`config.mk`:
```
export PLATFORM = sky130hd
export DESIGN_NAME = look_elevator_scheduler
export DESIGN_NICKNAME = d
export VERILOG_FILES = /design/src/rtl/les_pkg.sv /design/src/rtl/les_ram.sv /design/src/rtl/look_elevator_scheduler.sv
export SDC_FILE = /design/constraint.sdc
export NUM_CORES = 2
export LEC_CHECK = 0
export CAP_MARGIN = 20
export CORE_ASPECT_RATIO = 2
export CORE_MARGIN = 5
export CORE_UTILIZATION = 25
export CTS_CLUSTER_SIZE = 16
export DETAILED_ROUTE_END_ITERATION = 10
export DONT_BUFFER_PORTS = 1
export PLACE_DENSITY = 0.42
export SETUP_SLACK_MARGIN = 0.5
export SLEW_MARGIN = 10
export SYNTH_ARGS = -nofsm -noshare
export SYNTH_HDL_FRONTEND = slang
export SYNTH_MEMORY_MAX_BITS = 65536
export SYNTH_SLANG_ARGS = --single-unit
```
`constraint.sdc`:
```
create_clock -name i_clk -period 29.7 [get_ports i_clk]
set_clock_uncertainty 0.2 [all_clocks]
set_input_delay 1.485 -clock i_clk [delete_from_list [all_inputs] [get_ports i_clk]]
set_output_delay 1.485 -clock i_clk [all_outputs]
set_load 0.005 [all_outputs]
```
`src/rtl/les_pkg.sv`:
```
// ----------------------------------------------------------------------------
// les_pkg
// Shared types and constants for the LOOK elevator scheduler.
// ----------------------------------------------------------------------------
package les_pkg;

    localparam int unsigned LES_DEPTH = 64;

    localparam int unsigned LES_ID_W    = 16;
    localparam int unsigned LES_TRACK_W = 16;
    localparam int unsigned LES_TIME_W  = 32;

    typedef enum logic {
        FUNC_ADD   = 1'b0,
        FUNC_ISSUE = 1'b1
    } t_func;

    typedef enum logic [1:0] {
        STAT_ADDED   = 2'd0,
        STAT_DROPPED = 2'd1,
        STAT_ISSUED  = 2'd2,
        STAT_EMPTY   = 2'd3
    } t_status;

    typedef enum logic [1:0] {
        ST_CLEAR,
        ST_IDLE,
        ST_SCAN,
        ST_FINISH
    } t_state;

    // One table slot as kept in the request memory
    typedef struct packed {
        logic                   valid;
        logic [LES_ID_W-1:0]    id;
        logic [LES_TRACK_W-1:0] track;
        logic [LES_TIME_W-1:0]  stamp;
    } t_entry;

    localparam int unsigned LES_ENTRY_W = $bits(t_entry);

endpackage

```
`src/rtl/les_ram.sv`:
```
// ----------------------------------------------------------------------------
// les_ram
// Generic simple dual-port RAM: one write port, one read port, registered read.
// ----------------------------------------------------------------------------
module les_ram #(
    parameter int unsigned WIDTH = 8,
    parameter int unsigned DEPTH = 64
) (
    input  logic                     i_clk,
    input  logic                     i_we,
    input  logic [$clog2(DEPTH)-1:0] i_waddr,
    input  logic [WIDTH-1:0]         i_wdata,
    input  logic [$clog2(DEPTH)-1:0] i_raddr,
    output logic [WIDTH-1:0]         o_rdata
);

    logic [WIDTH-1:0] r_mem [DEPTH];
    logic [WIDTH-1:0] r_rdata;

    always_ff @(posedge i_clk) begin
        if (i_we) begin
            r_mem[i_waddr] <= i_wdata;
        end
        r_rdata <= r_mem[i_raddr];
    end

    assign o_rdata = r_rdata;

endmodule

```
`src/rtl/look_elevator_scheduler.sv`:
```
// ----------------------------------------------------------------------------
// look_elevator_scheduler
// LOOK elevator scheduler: request table in one RAM, scanned one slot a cycle.
// ----------------------------------------------------------------------------
// Result: the result strobe follows the scan and the finishing step, and busy
// is low again in that same cycle.
// Concurrency: one transaction at a time, as the single RAM read port walks
// every slot once per add or issue; start is taken only while idle.
// Reset: synchronous, active low; afterwards a clearing pass writes every
// slot empty while busy stays high. The receiver cannot stall.
// ----------------------------------------------------------------------------
module look_elevator_scheduler #(
    parameter int unsigned DEPTH = les_pkg::LES_DEPTH
) (
    input  logic                             i_clk,
    input  logic                             i_rst_n,
    input  logic                             start,
    output logic                             busy,
    input  logic                             i_func,
    input  logic [les_pkg::LES_ID_W-1:0]     i_request_id,
    input  logic [les_pkg::LES_TRACK_W-1:0]  i_request_track,
    input  logic [les_pkg::LES_TRACK_W-1:0]  i_head_track,
    input  logic [les_pkg::LES_TIME_W-1:0]   i_now_time,
    output logic                             o_valid,
    output logic [1:0]                       o_status,
    output logic [les_pkg::LES_ID_W-1:0]     o_issued_id,
    output logic [les_pkg::LES_TRACK_W-1:0]  o_issued_track,
    output logic [les_pkg::LES_TRACK_W-1:0]  o_seek_distance,
    output logic [les_pkg::LES_TIME_W-1:0]   o_finish_time,
    output logic                             o_sweep_down
);

    import les_pkg::*;

    localparam int unsigned AW = $clog2(DEPTH);
    localparam int unsigned CW = $clog2(DEPTH + 1);

    t_state r_state, n_state;

    logic [CW-1:0]          r_cnt;
    logic                   r_pend;
    logic [AW-1:0]          r_pidx;

    logic                   r_func;
    logic [LES_ID_W-1:0]    r_id;
    logic [LES_TRACK_W-1:0] r_trk;
    logic [LES_TRACK_W-1:0] r_head;
    logic [LES_TIME_W-1:0]  r_now;
    logic [LES_TIME_W-1:0]  r_arrival;
    logic                   r_dir;

    logic                   r_free_found;
    logic [AW-1:0]          r_free_idx;

    logic                   r_up_found, r_dn_found;
    logic [AW-1:0]          r_up_idx, r_dn_idx;
    logic [LES_TRACK_W-1:0] r_up_dist, r_dn_dist;
    logic [LES_TIME_W-1:0]  r_up_age, r_dn_age;
    logic [LES_ID_W-1:0]    r_up_id, r_dn_id;
    logic [LES_TRACK_W-1:0] r_up_trk, r_dn_trk;

    logic                   r_valid;
    t_status                r_status;
    logic [LES_ID_W-1:0]    r_o_id;
    logic [LES_TRACK_W-1:0] r_o_trk;
    logic [LES_TRACK_W-1:0] r_o_dist;
    logic [LES_TIME_W-1:0]  r_o_fin;
    logic                   r_o_down;

    logic                   w_accept;
    logic                   w_scan_rd;
    logic                   w_ram_we;
    logic [AW-1:0]          w_waddr;
    t_entry                 w_wdata;
    t_entry                 w_rdata;
    logic [LES_ENTRY_W-1:0] w_rdata_raw;

    logic                   w_up_ok, w_dn_ok;
    logic [LES_TRACK_W-1:0] w_dist_up, w_dist_dn;
    logic [LES_TIME_W-1:0]  w_age;
    logic                   w_up_better, w_dn_better;

    logic                   w_ahead_found;
    logic                   w_pick_found;
    logic                   w_pick_up;
    logic [AW-1:0]          w_pick_idx;
    logic [LES_ID_W-1:0]    w_pick_id;
    logic [LES_TRACK_W-1:0] w_pick_trk;
    logic [LES_TRACK_W-1:0] w_pick_dist;

    assign busy      = (r_state != ST_IDLE);
    assign w_accept  = start && (r_state == ST_IDLE);
    assign w_scan_rd = (r_state == ST_SCAN) && (r_cnt != CW'(DEPTH));

    // ------------------------------------------------------------------
    // Request table
    // ------------------------------------------------------------------
    les_ram #(
        .WIDTH (LES_ENTRY_W),
        .DEPTH (DEPTH)
    ) u_table (
        .i_clk   (i_clk),
        .i_we    (w_ram_we),
        .i_waddr (w_waddr),
        .i_wdata (w_wdata),
        .i_raddr (r_cnt[AW-1:0]),
        .o_rdata (w_rdata_raw)
    );

    assign w_rdata = t_entry'(w_rdata_raw);

    // ------------------------------------------------------------------
    // Per-slot evaluation of the entry coming out of the RAM
    // ------------------------------------------------------------------
    always_comb begin
        w_up_ok   = w_rdata.valid && (w_rdata.track >= r_head);
        w_dn_ok   = w_rdata.valid && (w_rdata.track <= r_head);
        w_dist_up = w_rdata.track - r_head;
        w_dist_dn = r_head - w_rdata.track;
        w_age     = r_arrival - w_rdata.stamp;
        // strict compare keeps the lowest slot on a full tie
        w_up_better = w_up_ok && (!r_up_found || (w_dist_up < r_up_dist) ||
                      ((w_dist_up == r_up_dist) && (w_age > r_up_age)));
        w_dn_better = w_dn_ok && (!r_dn_found || (w_dist_dn < r_dn_dist) ||
                      ((w_dist_dn == r_dn_dist) && (w_age > r_dn_age)));
    end

    // ------------------------------------------------------------------
    // Final choice: ahead first, else reverse
    // ------------------------------------------------------------------
    always_comb begin
        w_ahead_found = r_dir ? r_dn_found : r_up_found;
        w_pick_found  = r_up_found || r_dn_found;
        w_pick_up     = r_dir ? (!r_dn_found && r_up_found) : r_up_found;
        w_pick_idx    = w_pick_up ? r_up_idx  : r_dn_idx;
        w_pick_id     = w_pick_up ? r_up_id   : r_dn_id;
        w_pick_trk    = w_pick_up ? r_up_trk  : r_dn_trk;
        w_pick_dist   = w_pick_up ? r_up_dist : r_dn_dist;
    end

    // ------------------------------------------------------------------
    // RAM write port: clearing pass, insert or remove
    // ------------------------------------------------------------------
    always_comb begin
        w_ram_we = 1'b0;
        w_waddr  = r_cnt[AW-1:0];
        w_wdata  = '0;
        unique case (r_state)
            ST_CLEAR: begin
                w_ram_we = 1'b1;
            end
            ST_FINISH: begin
                if (r_func == FUNC_ADD) begin
                    w_ram_we      = r_free_found;
                    w_waddr       = r_free_idx;
                    w_wdata.valid = 1'b1;
                    w_wdata.id    = r_id;
                    w_wdata.track = r_trk;
                    w_wdata.stamp = r_arrival;
                end else begin
                    w_ram_we = w_pick_found;
                    w_waddr  = w_pick_idx;
                end
            end
            default: begin
                w_ram_we = 1'b0;
            end
        endcase
    end

    // ------------------------------------------------------------------
    // Sequencer
    // ------------------------------------------------------------------
    always_ff @(posedge i_clk) begin
        if (!i_rst_n) begin
            r_state <= ST_CLEAR;
        end else begin
            r_state <= n_state;
        end
    end

    always_comb begin
        n_state = r_state;
        unique case (r_state)
            ST_CLEAR: begin
                if (r_cnt == CW'(DEPTH - 1)) begin
                    n_state = ST_IDLE;
                end
            end
            ST_IDLE: begin
                if (start) begin
                    n_state = ST_SCAN;
                end
            end
            ST_SCAN: begin
                if ((r_cnt == CW'(DEPTH)) && !r_pend) begin
                    n_state = ST_FINISH;
                end
            end
            ST_FINISH: begin
                n_state = ST_IDLE;
            end
            default: begin
                n_state = ST_CLEAR;
            end
        endcase
    end

    // Scan counter and read pipeline
    always_ff @(posedge i_clk) begin
        if (!i_rst_n) begin
            r_cnt  <= '0;
            r_pend <= 1'b0;
        end else begin
            r_pend <= w_scan_rd;
            if (w_accept) begin
                r_cnt <= '0;
            end else if (w_scan_rd || (r_state == ST_CLEAR)) begin
                r_cnt <= r_cnt + 1'b1;
            end
        end
        if (w_scan_rd) begin
            r_pidx <= r_cnt[AW-1:0];
        end
    end

    // Latch the transaction and track the best candidates
    always_ff @(posedge i_clk) begin
        if (!i_rst_n) begin
            r_free_found <= 1'b0;
            r_up_found   <= 1'b0;
            r_dn_found   <= 1'b0;
        end else if (w_accept) begin
            r_free_found <= 1'b0;
            r_up_found   <= 1'b0;
            r_dn_found   <= 1'b0;
        end else if (r_pend) begin
            if (!w_rdata.valid && !r_free_found) begin
                r_free_found <= 1'b1;
            end
            if (w_up_better) begin
                r_up_found <= 1'b1;
            end
            if (w_dn_better) begin
                r_dn_found <= 1'b1;
            end
        end

        if (w_accept) begin
            r_func <= i_func;
            r_id   <= i_request_id;
            r_trk  <= i_request_track;
            r_head <= i_head_track;
            r_now  <= i_now_time;
        end
        if (r_pend) begin
            if (!w_rdata.valid && !r_free_found) begin
                r_free_idx <= r_pidx;
            end
            if (w_up_better) begin
                r_up_idx  <= r_pidx;
                r_up_dist <= w_dist_up;
                r_up_age  <= w_age;
                r_up_id   <= w_rdata.id;
                r_up_trk  <= w_rdata.track;
            end
            if (w_dn_better) begin
                r_dn_idx  <= r_pidx;
                r_dn_dist <= w_dist_dn;
                r_dn_age  <= w_age;
                r_dn_id   <= w_rdata.id;
                r_dn_trk  <= w_rdata.track;
            end
        end
    end

    // Commit: arrival count, sweep direction, result register
    always_ff @(posedge i_clk) begin
        if (!i_rst_n) begin
            r_arrival <= '0;
            r_dir     <= 1'b0;
            r_valid   <= 1'b0;
        end else begin
            r_valid <= (r_state == ST_FINISH);
            if (r_state == ST_FINISH) begin
                if ((r_func == FUNC_ADD) && r_free_found) begin
                    r_arrival <= r_arrival + 1'b1;
                end
                if ((r_func == FUNC_ISSUE) && w_pick_found && !w_ahead_found) begin
                    r_dir <= ~r_dir;
                end
            end
        end

        if (r_state == ST_FINISH) begin
            r_o_id   <= '0;
            r_o_trk  <= '0;
            r_o_dist <= '0;
            r_o_fin  <= '0;
            r_o_down <= r_dir;
            if (r_func == FUNC_ADD) begin
                r_status <= r_free_found ? STAT_ADDED : STAT_DROPPED;
            end else if (!w_pick_found) begin
                r_status <= STAT_EMPTY;
            end else begin
                r_status <= STAT_ISSUED;
                r_o_id   <= w_pick_id;
                r_o_trk  <= w_pick_trk;
                r_o_dist <= w_pick_dist;
                r_o_fin  <= r_now + LES_TIME_W'(w_pick_dist);
                r_o_down <= r_dir ^ !w_ahead_found;
            end
        end
    end

    assign o_valid         = r_valid;
    assign o_status        = r_status;
    assign o_issued_id     = r_o_id;
    assign o_issued_track  = r_o_trk;
    assign o_seek_distance = r_o_dist;
    assign o_finish_time   = r_o_fin;
    assign o_sweep_down    = r_o_down;

    // ------------------------------------------------------------------
    // Assertions
    // ------------------------------------------------------------------
    a_result_when_idle: assert property (@(posedge i_clk) disable iff (!i_rst_n)
        o_valid |-> !busy)
        else $error("result shown while a transaction is still in progress");

    a_result_from_finish: assert property (@(posedge i_clk) disable iff (!i_rst_n)
        o_valid |-> $past(r_state) == ST_FINISH)
        else $error("result strobe without a finishing step");

    a_accept_goes_busy: assert property (@(posedge i_clk) disable iff (!i_rst_n)
        w_accept |=> busy && (r_cnt == '0))
        else $error("accepted transaction did not start a scan");

    a_write_phase: assert property (@(posedge i_clk) disable iff (!i_rst_n)
        w_ram_we |-> ((r_state == ST_CLEAR) || (r_state == ST_FINISH)))
        else $error("table written during a scan");

    a_quiet_fields: assert property (@(posedge i_clk) disable iff (!i_rst_n)
        (o_valid && (o_status != STAT_ISSUED)) |->
            ((o_issued_id == '0) && (o_seek_distance == '0) && (o_finish_time == '0)))
        else $error("issue fields not zero on a non-issue result");

endmodule

```
# [Word-level counts from Yosys, hierarchy flattened]
# Memories as Yosys holds them, arrays and structs flattened. A register that Yosys moved wholly into a read port is not among the register bits.
# Cells that the tools add are included.
[classes] n_addsub=6 n_mul=0 div=0 magnitude_cmp=6 eq_ne=12 n_shift=0 mux=23 bitwise=4 n_reduce_logical=35
[op_table] op="$mux 65" n=2
[op_table] op="$gt 32x32->1" n=2
[op_table] op="$mux 16" n=3
[op_table] op="$add 32x1->32 const B" n=1
[op_table] op="$add 32x16->32" n=1
[op_table] op="$eq 16x16->1" n=2
[op_table] op="$lt 16x16->1" n=2
[op_table] op="$sub 16x16->16" n=2
[op_table] op="$sub 32x32->32" n=1
[op_table] op="$mux 6" n=3
[op_table] op="$ge 16x16->1" n=1
[op_table] op="$le 16x16->1" n=1
[op_table] op="$logic_and 1x1->1" n=14
[op_table] op="$reduce_and 2->1" n=6
[op_table] op="$mux 1" n=9
[op_table] op="$mux 2" n=4
[op_table] op="$pmux 2 s4" n=1
[op_table] op="$add 7x1->7 const B" n=1
[op_table] op="$eq 7x6->1 const B" n=1
[op_table] op="$eq 7x7->1 const B" n=1
[op_table] op="$ne 7x7->1 const B" n=1
[op_table] op="$logic_not 1->1" n=6
[op_table] op="$logic_or 1x1->1" n=6
[op_table] op="$eq 2x2->1 const B" n=2
[op_table] op="other kinds (9)" n=13
[word_totals] regBits=395 latch_bits=0 ram_bits=4160 rom_bits=0 output_inout_bits=85 word_cells=119 memories=1
[mem_list] memory="u_table.r_mem" depth=64 width=65 read_ports=1 rd_ports_with_merged_regs=1 write_ports=1 line_no="les_ram.sv:17" rtl="logic [WIDTH-1:0] r_mem [DEPTH];"

# [Longest topological paths before layout]
[logic_depth] word_depth=6 ltp_mapped=20 mapped_depth_nobuf=20

# [Modules after synthesis]
# A second synthesis with hierarchy kept.
[hier_totals] cells_unflattened=8532 area_unflattened_um2=179308.2
[modules_own_cells] mod="les_ram" instances=1 cells_per_inst=6606 area_per_inst_um2=158330.6 seq_area_each_um2=126221.1
[modules_own_cells] mod="look_elevator_scheduler" instances=1 cells_per_inst=1926 area_per_inst_um2=20977.6 seq_area_each_um2=11390.9

# [Least setup slack after synthesis]
# No wires, ideal clock.
[synth_timing] kind="reg-to-reg" from="reg r_arrival[0]" to="reg r_up_age[0], enable pin" arrival_time_ns=9.761 path_slack_ns=19.085 path_stages_with_launch=20 path_buffers=0 path_cell_list="dfxtp_1 -> inv_1 -> ha_1 -> inv_1 -> fa_1 -> a211oi_1 -> o211ai_1 -> a221oi_2 -> a2111oi_0 -> o21ai_1 -> a21boi_1 -> o41ai_1 -> xnor2_1 -> ha_1 -> nand4_1 -> nor2_1 -> nand3_1 -> a211oi_1 -> nor4_1 -> nor3b_1"
[synth_via] elab_chain_cells=6
[synth_lines] element="from (decl)" line_no="look_elevator_scheduler.sv:49" rtl="logic [LES_TIME_W-1:0] r_arrival;"
[synth_lines] element="from (signal assigned)" line_no="look_elevator_scheduler.sv:287" rtl="r_arrival <= r_arrival + 1'b1;"
[synth_lines] element="$sub 32x32->32" line_no="look_elevator_scheduler.sv:120" rtl="w_age = r_arrival - w_rdata.stamp;"
[synth_lines] element="named net w_age[30]" line_no="look_elevator_scheduler.sv:80" rtl="logic [LES_TIME_W-1:0] w_age;"
[synth_lines] element="$gt 32x32->1" line_no="look_elevator_scheduler.sv:123" rtl="((w_dist_up == r_up_dist) && (w_age > r_up_age)));"
[synth_lines] element="$logic_and 1x1->1" line_no="look_elevator_scheduler.sv:123"
[synth_lines] element="$logic_or 1x1->1" line_no="look_elevator_scheduler.sv:122" rtl="w_up_better = w_up_ok && (!r_up_found || (w_dist_up < r_up_dist) ||"
[synth_lines] element="$logic_and 1x1->1" line_no="look_elevator_scheduler.sv:122"
[synth_lines] element="$reduce_and 2->1 (no line)"
[synth_lines] element="to (signal assigned)" line_no="look_elevator_scheduler.sv:263" rtl="r_up_age <= w_age;"
[synth_lines] element="to (decl)" line_no="look_elevator_scheduler.sv:58" rtl="logic [LES_TIME_W-1:0] r_up_age, r_dn_age;"
# The timed path passes the listed nets, and every way through them passes these cells.
# A chain may end at the register's enable or synchronous reset.

# [Final worst setup path]
[layout_timing] from="reg r_arrival[0]" to="reg r_dn_id[13], enable pin"
[layout_via] elab_chain_cells=6
[layout_lines] element="$sub 32x32->32" line_no="look_elevator_scheduler.sv:120"
[layout_lines] element="named net w_age[30]" line_no="look_elevator_scheduler.sv:80"
[layout_lines] element="$gt 32x32->1" line_no="look_elevator_scheduler.sv:125" rtl="((w_dist_dn == r_dn_dist) && (w_age > r_dn_age)));"
[layout_lines] element="$logic_and 1x1->1" line_no="look_elevator_scheduler.sv:125"
[layout_lines] element="$logic_or 1x1->1" line_no="look_elevator_scheduler.sv:124" rtl="w_dn_better = w_dn_ok && (!r_dn_found || (w_dist_dn < r_dn_dist) ||"
[layout_lines] element="$logic_and 1x1->1" line_no="look_elevator_scheduler.sv:124"
[layout_lines] element="$reduce_and 2->1 (no line)"
[layout_lines] element="to (signal assigned)" line_no="look_elevator_scheduler.sv:271" rtl="r_dn_id <= w_rdata.id;"
[layout_lines] element="to (decl)" line_no="look_elevator_scheduler.sv:59" rtl="logic [LES_ID_W-1:0] r_up_id, r_dn_id;"
# The timed path passes the listed nets, and every way through them passes these cells.

==> impl_metrics.yaml <==
outcome:
  status: "complete, no violations"
run:
  cap_violations: 0
worst_setup_path:
  critPathTopFamily: "compound AO/OA/AOI/OAI gates"
  cp_data_arrival_time_ns: 6.55
  cpPeakStageDelay_ns: 0.68
  crit_path_start_kind: "flip-flop"
  reg2reg_depth: 20
  critPathMaxFanout: 54
  worstSetupPathType: "flip-flop to flip-flop"
  crit_chain: "inv_1 -> ha_1 -> inv_1 -> fa_1 -> a211oi_1 -> o211ai_1 -> a221oi_2 -> a2111oi_0 -> o21ai_1 -> a21boi_1 -> o41ai_1 -> xnor2_1 -> ha_1 -> nand4_1 -> or3_1 -> nor2_1 -> a2111oi_0 -> o31ai_1 -> a31oi_4 -> buf_4"
  cp-end-kind: "flip-flop"
  crit_required_ns: 30.08
  cp_slowest_cell: "buf_4"
  worstPathBufferInverterCount: 3
  cp_num_cells: 20
clocking:
  hold_buffers: 0
  cts_setup_buffers: 0
  cts_resized: 0
  clk_latency_ns: 1.00
  cts_buffers: 395
  clock_path_buffers: 4
  path_clk_slew_ns: 0.06
  cts-root-buf: "clkbuf_16"
  cts.sinks: 4620
  cts_tree: "built"
  htreeDepth: 5
sta:
  relSlewSlack_pct: 24.69
  rsz0062_at_grt: "false"
  period_minus_slack_ns: 6.171
  fin_crit_sh_pct: 20.78
  hold_viol_final: 0
  setup-tns-final_ns: 0
  setup_viol: 0
  fmax_mhz: 162.0
  slew_violations: 0
  hold_ws_ns: 0.2379
  worst_pin_slew_ns: 1.126
synth:
  synthArstFlopShare_pct: 0
  synthesis.area_sq_mm: 0.1800
  yosys_register_bits: 4620
  synth-compound-area-share_pct: 1.749
  ys.flop_type: "edfxtp_1"
  synth_top_area_cell: "edfxtp_1"
  synth_seq_area_share_pct: 76.47
  synthTopCellsByArea: "edfxtp_1 (75%), mux4_2 (16%), ha_1 (1.3%), dfxtp_1 (1.2%), mux2i_1 (0.55%)"
  synth_edf_count: 4508
  synthAdderAreaFrac_pct: 1.303
  yosysTopAreaCellShare_pct: 75.22
  synthSimpleGateAreaFrac_pct: 1.940
  synth_mux_area_share_pct: 16.55
  yosys_warnings: 0
  syn_nets: 8385
  synth_xor_area_share_pct: 0.5597
  avgSynthCellArea_sq_um: 22.17
  synth_top_family_by_area: "multiplexers"
  syn_inst: 8116
  ys_types: 65
floorplan:
  die_h_mm: 1.210
  core-area_sq_mm: 0.7179
  num_rows: 440
  io_pins: 169
  start_util_pct: 25.07
  die_w_microns: 609.9
  die-area_sq_mm: 0.7379
routing:
  vias_per_cell: 4.695
  drt_wl_total_mm: 611.4
  antenna_left: 0
  wl_per_cell_microns: 33.30
  vias: 86217
  dr.pass1.iters: 5
  drc: 0
  dr.first_iter.drc_count: 8136
power_and_ir_drop:
  peakVddDrop_uv: 68.14
  leakage_nw: 57.72
  power_density_mw_per_mm2: 80.23
cells_and_area:
  drive_gt1_share_pct: 26.61
  fillCellCount: 70140
  nNetsFinal: 8722
  area_growth_pct: 14.91
placement:
  dp_hpwl_mm: 349.9
  port_buffers: 0
  gp_congestion: 0.8103
grt:
  antenna_found_initial: 48
  grt_pass1_wl_mm: 820.5
  grtUsageTotal_pct: 16.07
  overflow: 0
  grt_pass1_vias: 91513
  grt_max_degree: 107
hold_path:
  hold_path.class: "flip-flop to flip-flop"
  hold_path_depth: 0
==> placed cells by master (no fill, tap or decap), drive strengths merged, types with 10 or more instances in the layout <==
cell type,instances
o221ai,25
nand2,214
nor2b,29
clkinvlp,26
dfxtp,112
a21oi,181
clkbuf,478
nand4,37
inv,214
buf,330
nor2,182
nor3,19
o22ai,22
a211oi,31
mux4,1278
ha,181
diode,75
xnor2,75
o21bai,10
clkinv,171
mux2i,99
xor2,40
nand3,40
and2,129
a21o,42
o21ai,98
and3,16
o21a,16
nand2b,20
or3,17
edfxtp,4508
bufinv,37
a31oi,16
==> Yosys cell counts, types with 29 or more instances <==
library cell and instances:
nand3_1 40, edfxtp_1 4508, nor2_1 182, mux2i_1 99, clkbuf_1 171, inv_1 196
a21o_1 42, nand4_1 37, xor2_1 40, ha_1 181, nor2b_1 29, a21oi_1 181
nand2_1 214, and2_1 129, dfxtp_1 112, buf_2 113, buf_4 48, mux4_2 1278
o21ai_0 76, buf_1 52, a211oi_1 31, xnor2_1 75
==> state kept, by name, indices dropped and copies added, names as in the netlist, 6 cells and up <==
| name | count |
|---|---|
| r_pidx | 6 |
| r_up_idx | 6 |
| r_trk | 16 |
| o_seek_distance | 16 |
| r_up_trk | 16 |
| r_free_idx | 6 |
| o_issued_id | 16 |
| r_now | 32 |
| r_dn_age | 32 |
| r_up_dist | 16 |
| r_head | 16 |
| r_arrival | 32 |
| o_issued_track | 16 |
| u_table.o_rdata | 65 |
| r_dn_id | 16 |
| u_table.r_mem | 4160 |
| r_up_id | 16 |
| r_dn_idx | 6 |
| r_dn_dist | 16 |
| r_dn_trk | 16 |
| o_finish_time | 32 |
| r_cnt | 7 |
| r_id | 16 |
| r_up_age | 32 |
==> power breakdown <==
| part | internal (mW) | total (mW) | switching [mW] |
|---|---|---|---|
| Combinational | 1.58 | 3.81 | 2.22 |
| Clock | 2.82 | 5.29 | 2.47 |
| Sequential | 7.36 | 7.49 | 0.133 |
==> cell families (layout without fill, tap and decap cells) <==
kind of cell / Yosys count / count (layout)
other: 0 / 75
and+or+nand+nor: 726 / 726
muxes: 1378 / 1378
DFF: 4620 / 4620
buffers and inverters: 588 / 1256
AOI/OAI and AO/OA: 504 / 504
adders and majority gates: 185 / 185
xor gates and xnor gates: 115 / 115
==> metal layers <==
metal	track usage [%]	part of all wire, %	wire length, microns	vias up
li1	-	-	-	34530
met1	18.24	37	224900	48407
met2	31.16	56	341500	2510
met3	1.442	3.6	22250	760
met4	5.532	3.7	22650	10
met5	0	0.010	61	-
==> path summary, 6_finish.rpt <==
path / startpoint / end / slack, ns
hold reg to reg: u_table.o_rdata[60] / r_up_id[12] / 0.24
setup / recovery: r_arrival[0] / r_dn_id[13] / 23.53
setup reg to reg: r_arrival[0] / r_dn_id[13] / 23.53
hold / removal: u_table.o_rdata[60] / r_up_id[12] / 0.24
==> layout make-up <==
class	count	area (sq um)	area share, %
antenna	75	187.7	0.09075
clock buffer	478	10350	5.007
clock inverter	250	2375	1.148
inverter	198	750.7	0.3630
multi-input combinational	2908	40430	19.55
sequential	4620	137600	66.55
tap	9503	11890	5.750
timing repair buffer	330	3184	1.540
==> metrics by stage <==
stage	power (mW)	util, %	instance area, sq um	instances	worst slack [ns]
final	16.59	28.81	206800	18362	23.53
after detailed placement	11.55	26.92	193300	17529	23.46
after global routing	17.20	28.80	206800	18343	23.08
after global placement	11.52	26.89	193100	17519	23.18
after CTS	16.84	28.69	206000	18257	23.43
after floorplan	9.922	-	180000	8116	19.08
==> worst reg2reg max path: stages (launching register included) <==
cell	delay, ns
dfxtp_1	0.36
inv_1	0.09
ha_1	0.18
inv_1	0.06
fa_1	0.42
a211oi_1	0.30
o211ai_1	0.18
a221oi_2	0.51
a2111oi_0	0.30
o21ai_1	0.19
a21boi_1	0.10
o41ai_1	0.30
xnor2_1	0.28
ha_1	0.34
nand4_1	0.12
or3_1	0.18
nor2_1	0.08
a2111oi_0	0.39
o31ai_1	0.21
a31oi_4	0.23
buf_4	0.68
Note: power is estimated with default switching activity, not from simulation.
